`config.mk`:
```
export PLATFORM = sky130hd
export DESIGN_NAME = event_set_wait_engine
export DESIGN_NICKNAME = d
export VERILOG_FILES = /design/src/sv/esw_pkg.sv /design/src/sv/esw_ram.sv /design/src/sv/esw_exec.sv /design/src/sv/event_set_wait_engine.sv
export VERILOG_INCLUDE_DIRS = /design/src /design/src/sv
export SDC_FILE = /design/constraint.sdc
export NUM_CORES = 2
export LEC_CHECK = 0
export BUFFER_PORTS_ARGS = -buffer_cell sky130_fd_sc_hd__buf_2
export CORE_MARGIN = 1.5
export CORE_UTILIZATION = 45
export CTS_BUF_LIST = sky130_fd_sc_hd__clkbuf_8
export CTS_CLUSTER_SIZE = 30
export DETAILED_ROUTE_END_ITERATION = 10
export PLACE_DENSITY = 0.67
export SYNTH_ARGS = -nofsm -noshare
export SYNTH_HDL_FRONTEND = slang
export SYNTH_SLANG_ARGS = --single-unit
```
`constraint.sdc`:
```
create_clock -name i_clk -period 9.5 [get_ports i_clk]
set_clock_uncertainty 0.15 [all_clocks]
set_input_delay 1.425 -clock i_clk [delete_from_list [all_inputs] [get_ports i_clk]]
set_output_delay 1.425 -clock i_clk [all_outputs]
set_load 0.01 [all_outputs]
```
`src/sv/event_set_wait_engine_assert.svh`:
```
// assertion macros for the event set wait engine
`ifndef EVENT_SET_WAIT_ENGINE_ASSERT_SVH
`define EVENT_SET_WAIT_ENGINE_ASSERT_SVH

// antecedent holds, consequent follows in the next cycle
`define ESW_ASSERT_NEXT(lbl, clk, rst_n, ante, cons, msg) \
    lbl: assert property (@(posedge clk) disable iff (!(rst_n)) (ante) |=> (cons)) \
        else $error(msg);

// antecedent and consequent hold in the same cycle
`define ESW_ASSERT_SAME(lbl, clk, rst_n, ante, cons, msg) \
    lbl: assert property (@(posedge clk) disable iff (!(rst_n)) (ante) |-> (cons)) \
        else $error(msg);

`endif

```
`src/sv/esw_pkg.sv`:
```
// shared types, codes and helpers for the event set wait engine
package esw_pkg;

    // action codes
    localparam logic [2:0] ACT_ALLOC = 3'd0;
    localparam logic [2:0] ACT_FREE  = 3'd1;
    localparam logic [2:0] ACT_WAIT  = 3'd2;
    localparam logic [2:0] ACT_RAISE = 3'd3;
    localparam logic [2:0] ACT_MASK  = 3'd4;
    localparam logic [2:0] ACT_CLEAR = 3'd5;

    // status codes
    localparam logic [2:0] ST_OK        = 3'd0;
    localparam logic [2:0] ST_INVALID   = 3'd1;
    localparam logic [2:0] ST_NOT_ALLOC = 3'd2;
    localparam logic [2:0] ST_NO_FREE   = 3'd3;
    localparam logic [2:0] ST_ENQUEUED  = 3'd4;

    localparam int          BITS_PER_SET = 32;
    localparam logic [31:0] ALL_ONES     = 32'hffff_ffff;

    // one event set as held in memory
    typedef struct packed {
        logic [31:0] enable;
        logic [31:0] pending;
        logic [31:0] waiting;
    } t_entry;

    localparam int     ENTRY_W     = $bits(t_entry);
    localparam t_entry ENTRY_RESET = '{enable: ALL_ONES, pending: 32'h0, waiting: 32'h0};

    // latched item plus the checks made at accept time
    typedef struct packed {
        logic [2:0] action;
        logic [4:0] event_bit;
        logic       mask_value;
        logic [4:0] thread_id;
        logic [5:0] set_addr;
        logic       set_ok;
        logic       thread_ok;
        logic       in_use;
        logic       alloc_ok;
    } t_item;

    // state updates requested by the execute logic
    typedef struct packed {
        logic wr_en;
        logic use_set;
        logic use_clr;
    } t_ctl;

    // one result beat
    typedef struct packed {
        logic [2:0] status;
        logic [5:0] result_value;
        logic       wake_valid;
        logic [4:0] wake_thread;
        logic [4:0] wake_event;
    } t_result;

    // index of the lowest set bit, 32 when the word is zero
    function automatic logic [5:0] lowest_bit(input logic [31:0] v);
        logic [5:0] r;
        r = 6'd32;
        for (int i = BITS_PER_SET - 1; i >= 0; i--) begin
            if (v[i]) begin
                r = 6'(i);
            end
        end
        return r;
    endfunction

endpackage

```
`src/sv/esw_ram.sv`:
```
// generic single-port-write, single-port-read ram with registered read
module esw_ram #(
    parameter int WIDTH = 8,
    parameter int DEPTH = 8,
    parameter int AW    = (DEPTH > 1) ? $clog2(DEPTH) : 1
) (
    input  logic             i_clk,
    input  logic             i_wr_en,
    input  logic [AW-1:0]    i_wr_addr,
    input  logic [WIDTH-1:0] i_wr_data,
    input  logic             i_rd_en,
    input  logic [AW-1:0]    i_rd_addr,
    output logic [WIDTH-1:0] o_rd_data
);

    logic [WIDTH-1:0] r_mem [DEPTH];
    logic [WIDTH-1:0] r_rd_data;

    // write port
    always_ff @(posedge i_clk) begin
        if (i_wr_en) begin
            r_mem[i_wr_addr] <= i_wr_data;
        end
    end

    // registered read port
    always_ff @(posedge i_clk) begin
        if (i_rd_en) begin
            r_rd_data <= r_mem[i_rd_addr];
        end
    end

    assign o_rd_data = r_rd_data;

endmodule

```
`src/sv/esw_exec.sv`:
```
// execute logic: applies one action to the set entry read from memory
module esw_exec (
    input  esw_pkg::t_item   i_item,
    input  esw_pkg::t_entry  i_entry,
    output esw_pkg::t_entry  o_entry,
    output esw_pkg::t_ctl    o_ctl,
    output esw_pkg::t_result o_result
);
    import esw_pkg::*;

    logic [31:0] evbit;
    logic [5:0]  pend_low;
    logic [5:0]  wait_low;
    logic        ev_enabled;

    // lowest deliverable event and lowest waiting thread
    always_comb begin
        evbit      = 32'h1 << i_item.event_bit;
        pend_low   = lowest_bit(i_entry.pending & i_entry.enable);
        wait_low   = lowest_bit(i_entry.waiting);
        ev_enabled = (i_entry.enable & evbit) != 32'h0;
    end

    // action decode and entry update
    always_comb begin
        o_entry  = i_entry;
        o_ctl    = '0;
        o_result = '0;
        unique case (i_item.action)
            ACT_ALLOC: begin
                if (i_item.alloc_ok) begin
                    o_entry.enable        = ALL_ONES;
                    o_entry.pending       = 32'h0;
                    o_ctl.wr_en           = 1'b1;
                    o_ctl.use_set         = 1'b1;
                    o_result.result_value = i_item.set_addr;
                end else begin
                    o_result.status = ST_NO_FREE;
                end
            end
            ACT_FREE: begin
                if (!i_item.set_ok) begin
                    o_result.status = ST_INVALID;
                end else begin
                    o_ctl.use_clr = 1'b1;
                end
            end
            ACT_WAIT, ACT_RAISE, ACT_MASK, ACT_CLEAR: begin
                priority if (!i_item.set_ok) begin
                    o_result.status = ST_INVALID;
                end else if (!i_item.in_use) begin
                    o_result.status = ST_NOT_ALLOC;
                end else begin
                    o_ctl.wr_en = 1'b1;
                    unique case (i_item.action)
                        ACT_WAIT: begin
                            priority if (!i_item.thread_ok) begin
                                o_result.status = ST_INVALID;
                                o_ctl.wr_en     = 1'b0;
                            end else if (!pend_low[5]) begin
                                o_entry.pending = i_entry.pending
                                                  & ~(32'h1 << pend_low[4:0]);
                                o_result.result_value = {1'b0, pend_low[4:0]};
                            end else begin
                                o_entry.waiting = i_entry.waiting
                                                  | (32'h1 << i_item.thread_id);
                                o_result.status = ST_ENQUEUED;
                            end
                        end
                        ACT_RAISE: begin
                            if (!ev_enabled || wait_low[5]) begin
                                o_entry.pending = i_entry.pending | evbit;
                            end else begin
                                o_entry.waiting = i_entry.waiting
                                                  & ~(32'h1 << wait_low[4:0]);
                                o_result.wake_valid  = 1'b1;
                                o_result.wake_thread = wait_low[4:0];
                                o_result.wake_event  = i_item.event_bit;
                            end
                        end
                        ACT_MASK: begin
                            priority if (!i_item.mask_value) begin
                                o_entry.enable = i_entry.enable & ~evbit;
                            end else if (!ev_enabled) begin
                                o_entry.enable = i_entry.enable | evbit;
                                // unmask of a pending event hands it to a waiter
                                if (((i_entry.pending & evbit) != 32'h0) && !wait_low[5]) begin
                                    o_entry.waiting = i_entry.waiting
                                                      & ~(32'h1 << wait_low[4:0]);
                                    o_entry.pending = i_entry.pending & ~evbit;
                                    o_result.wake_valid  = 1'b1;
                                    o_result.wake_thread = wait_low[4:0];
                                    o_result.wake_event  = i_item.event_bit;
                                end
                            end else begin
                                o_ctl.wr_en = 1'b0;
                            end
                        end
                        default: begin
                            o_entry.pending = i_entry.pending & ~evbit;
                        end
                    endcase
                end
            end
            default: begin
                o_result.status = ST_INVALID;
            end
        endcase
    end

endmodule

```
`src/sv/event_set_wait_engine.sv`:
```
// top level of the event set wait engine: sequencer, allocation bitmap and set memory
//
// channel   direction  handshake                 payload
// in        input      i_in_valid / o_in_stall    action, set_index, event_bit, mask_value,
//                                                 thread_id
// out       output     o_out_valid / i_out_stall  status, result_value, wake_valid,
//                                                 wake_thread, wake_event
//
// each item runs in two steps: the set memory read on accept, then execute and write-back
// the result lands in an output register, so a new item is taken while it waits
// when the result register is still held by a stall, execute waits in place
// reset clears the allocation bitmap and the per-set valid bits at once, no clearing pass
`include "event_set_wait_engine_assert.svh"

module event_set_wait_engine #(
    parameter int NUM_SETS    = 8,
    parameter int NUM_THREADS = 32
) (
    input  logic       i_clk,
    input  logic       i_rst_n,
    input  logic       i_in_valid,
    output logic       o_in_stall,
    input  logic [2:0] i_action,
    input  logic [5:0] i_set_index,
    input  logic [4:0] i_event_bit,
    input  logic       i_mask_value,
    input  logic [4:0] i_thread_id,
    output logic       o_out_valid,
    input  logic       i_out_stall,
    output logic [2:0] o_status,
    output logic [5:0] o_result_value,
    output logic       o_wake_valid,
    output logic [4:0] o_wake_thread,
    output logic [4:0] o_wake_event
);
    import esw_pkg::*;

    localparam int SW = (NUM_SETS > 1) ? $clog2(NUM_SETS) : 1;

    typedef enum logic {
        S_IDLE,
        S_EXEC
    } t_state;

    t_state              r_state;
    logic [NUM_SETS-1:0] r_in_use;
    logic [NUM_SETS-1:0] r_valid;
    logic [SW-1:0]       r_addr;
    logic [2:0]          r_action;
    logic [4:0]          r_event_bit;
    logic                r_mask_value;
    logic [4:0]          r_thread_id;
    logic                r_set_ok;
    logic                r_thread_ok;
    logic                r_alloc_ok;
    logic                r_out_valid;
    t_result             r_result;

    logic       accept;
    logic       exec_go;
    logic [31:0] free_map;
    logic [5:0] free_low;
    logic [SW-1:0] n_addr;
    logic       n_set_ok;
    t_entry     rd_entry;
    t_entry     cur_entry;
    t_entry     new_entry;
    t_item      item;
    t_ctl       ctl;
    t_result    result;
    logic       out_wake;
    logic       out_no_free;

    // handshake and sequencing
    assign o_in_stall = (r_state != S_IDLE);
    assign accept     = i_in_valid && (r_state == S_IDLE);
    assign exec_go    = (r_state == S_EXEC) && (!r_out_valid || !i_out_stall);

    // lowest free set and memory address for the incoming item
    always_comb begin
        free_map                 = '0;
        free_map[NUM_SETS-1:0]   = ~r_in_use;
        free_low = lowest_bit(free_map);
        n_set_ok = {1'b0, i_set_index} < 7'(NUM_SETS);
        n_addr   = (i_action == ACT_ALLOC) ? free_low[SW-1:0] : i_set_index[SW-1:0];
    end

    // set memory: enable, pending and waiting maps per set
    esw_ram #(
        .WIDTH (ENTRY_W),
        .DEPTH (NUM_SETS),
        .AW    (SW)
    ) u_set_ram (
        .i_clk     (i_clk),
        .i_wr_en   (exec_go && ctl.wr_en),
        .i_wr_addr (r_addr),
        .i_wr_data (new_entry),
        .i_rd_en   (accept),
        .i_rd_addr (n_addr),
        .o_rd_data (rd_entry)
    );

    // an entry never written reads as its reset value
    always_comb begin
        cur_entry = r_valid[r_addr] ? rd_entry : ENTRY_RESET;
        item = '{action:     r_action,
                 event_bit:  r_event_bit,
                 mask_value: r_mask_value,
                 thread_id:  r_thread_id,
                 set_addr:   6'(r_addr),
                 set_ok:     r_set_ok,
                 thread_ok:  r_thread_ok,
                 in_use:     r_in_use[r_addr],
                 alloc_ok:   r_alloc_ok};
    end

    esw_exec u_exec (
        .i_item   (item),
        .i_entry  (cur_entry),
        .o_entry  (new_entry),
        .o_ctl    (ctl),
        .o_result (result)
    );

    // state, bitmaps and output register
    always_ff @(posedge i_clk) begin
        if (!i_rst_n) begin
            r_state     <= S_IDLE;
            r_in_use    <= '0;
            r_valid     <= '0;
            r_out_valid <= 1'b0;
        end else begin
            // output register loads on execute, holds while stalled
            r_out_valid <= exec_go || (r_out_valid && i_out_stall);
            unique case (r_state)
                S_IDLE: begin
                    if (accept) begin
                        r_addr       <= n_addr;
                        r_action     <= i_action;
                        r_event_bit  <= i_event_bit;
                        r_mask_value <= i_mask_value;
                        r_thread_id  <= i_thread_id;
                        r_set_ok     <= n_set_ok;
                        r_thread_ok  <= {1'b0, i_thread_id} < 6'(NUM_THREADS);
                        r_alloc_ok   <= !free_low[5];
                        r_state      <= S_EXEC;
                    end
                end
                S_EXEC: begin
                    if (exec_go) begin
                        r_result    <= result;
                        if (ctl.wr_en) begin
                            r_valid[r_addr] <= 1'b1;
                        end
                        if (ctl.use_set) begin
                            r_in_use[r_addr] <= 1'b1;
                        end
                        if (ctl.use_clr) begin
                            r_in_use[r_addr] <= 1'b0;
                        end
                        r_state <= S_IDLE;
                    end
                end
                default: begin
                    r_state <= S_IDLE;
                end
            endcase
        end
    end

    assign o_out_valid    = r_out_valid;
    assign o_status       = r_result.status;
    assign o_result_value = r_result.result_value;
    assign o_wake_valid   = r_result.wake_valid;
    assign o_wake_thread  = r_result.wake_thread;
    assign o_wake_event   = r_result.wake_event;

    // checks
    assign out_wake    = r_out_valid && r_result.wake_valid;
    assign out_no_free = r_out_valid && (r_result.status == ST_NO_FREE);

    `ESW_ASSERT_NEXT(a_accept_enters_exec, i_clk, i_rst_n, accept, r_state == S_EXEC, "no exec")
    `ESW_ASSERT_SAME(a_wake_is_ok, i_clk, i_rst_n, out_wake, r_result.status == ST_OK, "bad wake")
    `ESW_ASSERT_SAME(a_no_free_full, i_clk, i_rst_n, out_no_free, &r_in_use, "set still free")

endmodule
```
# After elaboration in Yosys (flattened, before gate mapping)
# Memories as Yosys holds them, arrays and structs flattened. A register that Yosys moved wholly into a read port is not among the register bits.
# Cells that the tools add are included.
# totals
ram_bits	768
mem_count	1
out_inout_bits	22
wordCells	205
inputBits	24
regBits	57
# classes
n_reduce_logical	24
n_bitwise	19
muxes	133
shift	4
eq_ne	5
n_lt_le_gt_ge	3
# memory_table
memory	depth	width	rd	rd_ports_with_merged_regs	write_ports	line	source
u_set_ram.r_mem	8	96	1	1	1	esw_ram.sv:16	logic [WIDTH-1:0] r_mem [DEPTH];
# op_table
operator	count
two-way mux 6 bit	72
two-way mux 96 bit	4
bitwise AND 32 bit	7
two-way mux 32 bit	7
two-way mux 64 bit	3
one-hot mux 32 bit (3 select lines)	2
one-hot mux 64 bit (2 select lines)	1
left shift 1 x 5 -> 32 bit, first input constant	4
inverter 32 bit	3
OR 32 bit	3
nonzero test 32 bit	2
two-way mux 11 bit	4
two-way mux 8 bit	5
two-way mux 17 bit	2
one-hot mux 11 bit (2 select lines)	1
two-way mux 1 bit	16
inverter 8 bit	2
OR 8 bit	2
two-way mux 3 bit	5
one-hot mux 6 bit (2 select lines)	1
AND reduction 3 bit	4
two-way mux 9 bit	1
one-hot mux 3 bit (3 select lines)	1
bitwise AND 8 bit	1
other kinds (18)	35

# Depth between registers and ports, before layout
# logic_depth
ltp_word	45
mapped_depth	13

# Modules after synthesis
# From an unflattened synthesis, not the netlist that was laid out.
# unflattened
hier_cells	2318
area_unflattened_um2	39271.4
# modules_own_cells
module	seq_area_each_um2	cells_each	area_per_inst_um2	n_inst
esw_ram	25944.9	1219	31766.7	1
esw_exec	0.0	823	4678.2	1
event_set_wait_engine	1531.5	276	2826.5	1

# Least setup slack after synthesis
# Ideal clock, no wire load.
# synth_path
kind	reg-to-reg
startpoint	reg r_event_bit[0]
endpoint	mem u_set_ram.r_mem[6][0] in the netlist's numbering (enable)
setup_time_ps	671
path_stages_with_launch	10
required_ps	8679
setup_slack_ps	-167
period_less_slack_ps	9667
t_arrival_ps	8846
cell_sequence	edfxtp_1 -> and3b_1 -> buf_2 -> a22o_1 -> a2111oi_2 -> nand4_1 -> or3_1 -> buf_2 -> a31o_2 -> nor3_1
# synth_via
elab_chain_len	12
# synth_lines
item	line	source
from (decl)	event_set_wait_engine.sv:50	logic [4:0] r_event_bit;
from (signal assigned)	event_set_wait_engine.sv:140	r_event_bit <= i_event_bit;
left shift 1 x 5 -> 32 bit	esw_exec.sv:18	evbit = 32'h1 << i_item.event_bit;
bitwise AND 32 bit	esw_exec.sv:21	ev_enabled = (i_entry.enable & evbit) != 32'h0;
nonzero test 32 bit	esw_exec.sv:21	
two-way mux 1 bit	esw_exec.sv:84	end else if (!ev_enabled) begin
two-way mux 1 bit	esw_exec.sv:82	priority if (!i_item.mask_value) begin
two-way mux 1 bit	n/a	
two-way mux 1 bit	esw_exec.sv:51	end else if (!i_item.in_use) begin
two-way mux 1 bit	esw_exec.sv:49	priority if (!i_item.set_ok) begin
one-hot mux 1 bit (2 select lines)	esw_exec.sv:29	unique case (i_item.action)
logical AND 1 bit	event_set_wait_engine.sv:95	.i_wr_en (exec_go && ctl.wr_en),
two-way mux 1 bit	esw_ram.sv:21	if (i_wr_en) begin
two-way mux 1 bit (not written as such)	esw_ram.sv:22	r_mem[i_wr_addr] <= i_wr_data;
to (decl)	esw_ram.sv:16	
# No other way between the ends.

# Worst setup path after layout
# layout_path
startpoint	reg r_event_bit[2]
endpoint	mem u_set_ram.r_mem[5][46] in the netlist's numbering (enable)
# The elaborated chain is that of the path after synthesis.

==> impl_metrics.env <==
export IMPL_tightest_slew_ns=1.29
export IMPL_arrival_ns=5.99
export IMPL_status="finished with violations"
export IMPL_synth_top_area_frac=0.673
export IMPL_hold_class="flip-flop to flip-flop"
export IMPL_relSlewSlack=0.143
export IMPL_insertion_delay_ns=0.84
export IMPL_fp_dieArea_mm2=0.0912
export IMPL_synthXorXnorAreaFrac=0
export IMPL_max_cap_violations=0
export IMPL_setup_violations=0
export IMPL_finalHoldViolCount=0
export IMPL_avgViaCountPerCell=6.06
export IMPL_synth_mux_area_frac=0.105
export IMPL_postCtsSetupRepairBufs=0
export IMPL_async_flop_share=0
export IMPL_min_period_over_period=0.605
export IMPL_routabilityCongestion=0.929
export IMPL_slew_violations=0
export IMPL_cts_resized=0
export IMPL_area_growth_pct=10.5
export IMPL_grt_max_degree=193
export IMPL_row_count=109
export IMPL_drt_iter0_drc=2652
export IMPL_cp_start_kind="flip-flop"
export IMPL_grt_use_total=0.242
export IMPL_grt_antenna_before_repair=2
export IMPL_post_drt_wl_per_cell_um=26.3
export IMPL_syn_instance_count=2881
export IMPL_pre_cts_slack_ns=3.86
export IMPL_synthTopCellsByArea="edfxtp_1 67%, mux2_2 5.5%, mux2i_1 4.9%"
export IMPL_synthesis_nets=2905
export IMPL_io_buffers=44
export IMPL_cts_tree="built"
export IMPL_final_nets=2954
export IMPL_clock_path_buffers=3
export IMPL_crit_fanout=69
export IMPL_synth_area_mm2=0.0402
export IMPL_cts_htree_levels=4
export IMPL_ios=46
export IMPL_clock_sinks=920
export IMPL_setup_worst_path_class="flip-flop to flip-flop"
export IMPL_synth_top_family_by_area="compound AO/OA/AOI/OAI gates"
export IMPL_max_freq_mhz=174
export IMPL_yosysUniqueCellTypes=82
export IMPL_grt_pass1_vias=25100
export IMPL_synth_area_per_cell_um2=14.0
export IMPL_clock_root_buffer="clkbuf_8"
export IMPL_ys_seq_elements=920
export IMPL_drive_above_1_share=0.172
export IMPL_rsz0062_at_grt="no"
export IMPL_start_util=0.455
export IMPL_worstPathRequired_ns=9.75
export IMPL_post_route_min_period_ns=5.74
export IMPL_first_pass_iters=11
export IMPL_synthAdderAreaFrac=0
export IMPL_setup_ws_ns=3.76
export IMPL_leakage_uw=0.0145
export IMPL_end_kind="flip-flop"
export IMPL_synth_area_leader_cell="edfxtp_1"
export IMPL_drc=9
export IMPL_grt_pass1_wl_um=163000
export IMPL_violations="DRC"
export IMPL_die_height_um=302
export IMPL_synth_compound_area_share=0.119
export IMPL_hpwl_um=68600
export IMPL_whs_ns=0.316
export IMPL_holdBufCountCts=0
export IMPL_postRouteAntennaNets=0
export IMPL_wl_um=110000
export IMPL_cts_made_buffers=147
export IMPL_synthFlopType="edfxtp_1"
export IMPL_overflow=0
export IMPL_max_vdd_ir_drop_v=0.000126
export IMPL_synth_edf_count=902
export IMPL_ff2ff_setup_slack_ns=3.76
export IMPL_path_clk_slew_ns=0.06
export IMPL_core_region_area_mm2=0.0885
export IMPL_die_w_um=302
export IMPL_synth_simple_area_share=0.0736
export IMPL_powerDensity_mw_per_mm2=184
export IMPL_yosysSeqAreaShare=0.682
export IMPL_num_vias=25500
export IMPL_yosysWarningCount=0
placed cells by master, fill, tap and decap left out, types with 12 or more instances in the layout:
| cell type | count |
|---|---|
| edfxtp_1 | 902 |
| a21oi_1 | 224 |
| nand2_1 | 217 |
| mux2i_1 | 197 |
| mux2_2 | 195 |
| nor2_1 | 185 |
| clkbuf_8 | 155 |
| o21ai_0 | 151 |
| o211ai_1 | 135 |
| inv_1 | 65 |
| buf_2 | 44 |
| buf_4 | 41 |
| a22oi_1 | 35 |
| nand3_1 | 27 |
| o31ai_1 | 27 |
| a221o_1 | 27 |
| and2_1 | 23 |
| clkinv_1 | 21 |
| nand2b_1 | 19 |
| nor3_1 | 19 |
| and3_1 | 18 |
| nand4_1 | 18 |
| dfxtp_1 | 18 |
| a31oi_1 | 16 |
| nor2b_1 | 16 |
| a22o_1 | 15 |
| a32oi_1 | 13 |
| clkinv_2 | 13 |
| nor4_1 | 12 |
routing by layer:
metal | global-route usage | wire length [µm]
met1 | 0.328 | 46800
met4 | 0.0864 | 3280
met3 | 0.0485 | 8160
met2 | 0.389 | 52300
met5 | 0 | 0
area by class of cell:
type,count,area [µm²]
repair buffers,90,628
clock buffers,155,2130
diodes,1,2.50
multi-input cells,1758,12100
inverters,13,48.8
clock inverters,106,662
well taps,1165,1460
flip-flops and latches,920,27400
fillers,7349,44000
sequential cells by signal, indices dropped and copies added (netlist names), 3 cells and up:
name / cells
o_result_value: 5
o_status: 3
o_wake_event: 5
o_wake_thread: 5
r_action: 3
r_addr: 3
r_event_bit: 5
r_in_use: 8
r_thread_id: 5
r_valid: 8
u_set_ram.o_rd_data: 96
u_set_ram.r_mem: 768
power breakdown:
group / switching [µW] / internal (µW)
clock network: 1540 / 1680
registers: 99.7 / 4460
logic: 258 / 139
metrics by stage:
| stage | setup TNS (ns) | instance area, µm² | instances | utilization | power (µW) |
|---|---|---|---|---|---|
| 5_1_grt | 0 | 44500 | 4208 | 0.502 | 8460 |
| 6_report | 0 | 44500 | 4208 | 0.502 | 8190 |
| 4_1_cts | 0 | 44500 | 4207 | 0.502 | 8270 |
| 3_5_place_dp | 0 | 41700 | 3946 | 0.471 | 5030 |
| 2_1_floorplan | -48.00 | 40200 | 2881 | - | 4870 |
| 3_3_place_gp | 0 | 41700 | 3946 | 0.471 | 5030 |
cells in the mapped netlist (15+ instances only):
cell type,n
a21oi_1,226
buf_2,28
dfxtp_1,18
nand2b_1,19
nand3_1,27
o211ai_1,135
a221o_1,27
o31ai_1,28
edfxtp_1,902
mux2i_1,198
a31oi_1,16
nor2_1,190
a22oi_1,36
a22o_1,15
buf_1,34
o21ai_0,151
mux2_2,195
nand2_1,217
nor3_1,23
and2_1,23
and3_1,18
nor2b_1,17
clkbuf_1,120
nand4_1,18
path summary, 6_finish.rpt:
check             depth (start not counted)                               end                     start
setup / recovery                          9  u_set_ram.r_mem[5][46]$_DFFE_PP_  r_event_bit[2]$_DFFE_PP_
hold / removal                            1           r_valid[6]$_SDFFE_PN0P_   r_valid[6]$_SDFFE_PN0P_
setup reg to reg                          9  u_set_ram.r_mem[5][46]$_DFFE_PP_  r_event_bit[2]$_DFFE_PP_
hold reg to reg                           1           r_valid[6]$_SDFFE_PN0P_   r_valid[6]$_SDFFE_PN0P_
cells by family (layout without fill, tap and decap cells):
kind of cell           after synthesis  in the layout
muxes                              395            395
and+or+nand+nor                    629            629
other                                1              2
buffers and inverters              203            364
AOI/OAI and AO/OA                  733            733
DFF                                920            920
critical path, stage by stage, from the launching register on:
cell	delay [ns]
edfxtp_1	0.98
or3b_2	0.31
nor2_1	0.14
a2111oi_0	0.78
nand4_1	0.28
or3_1	0.60
a31o_2	0.46
nor2_4	0.13
buf_4	0.38
buf_4	0.82
(Power assumes the default switching activity.)
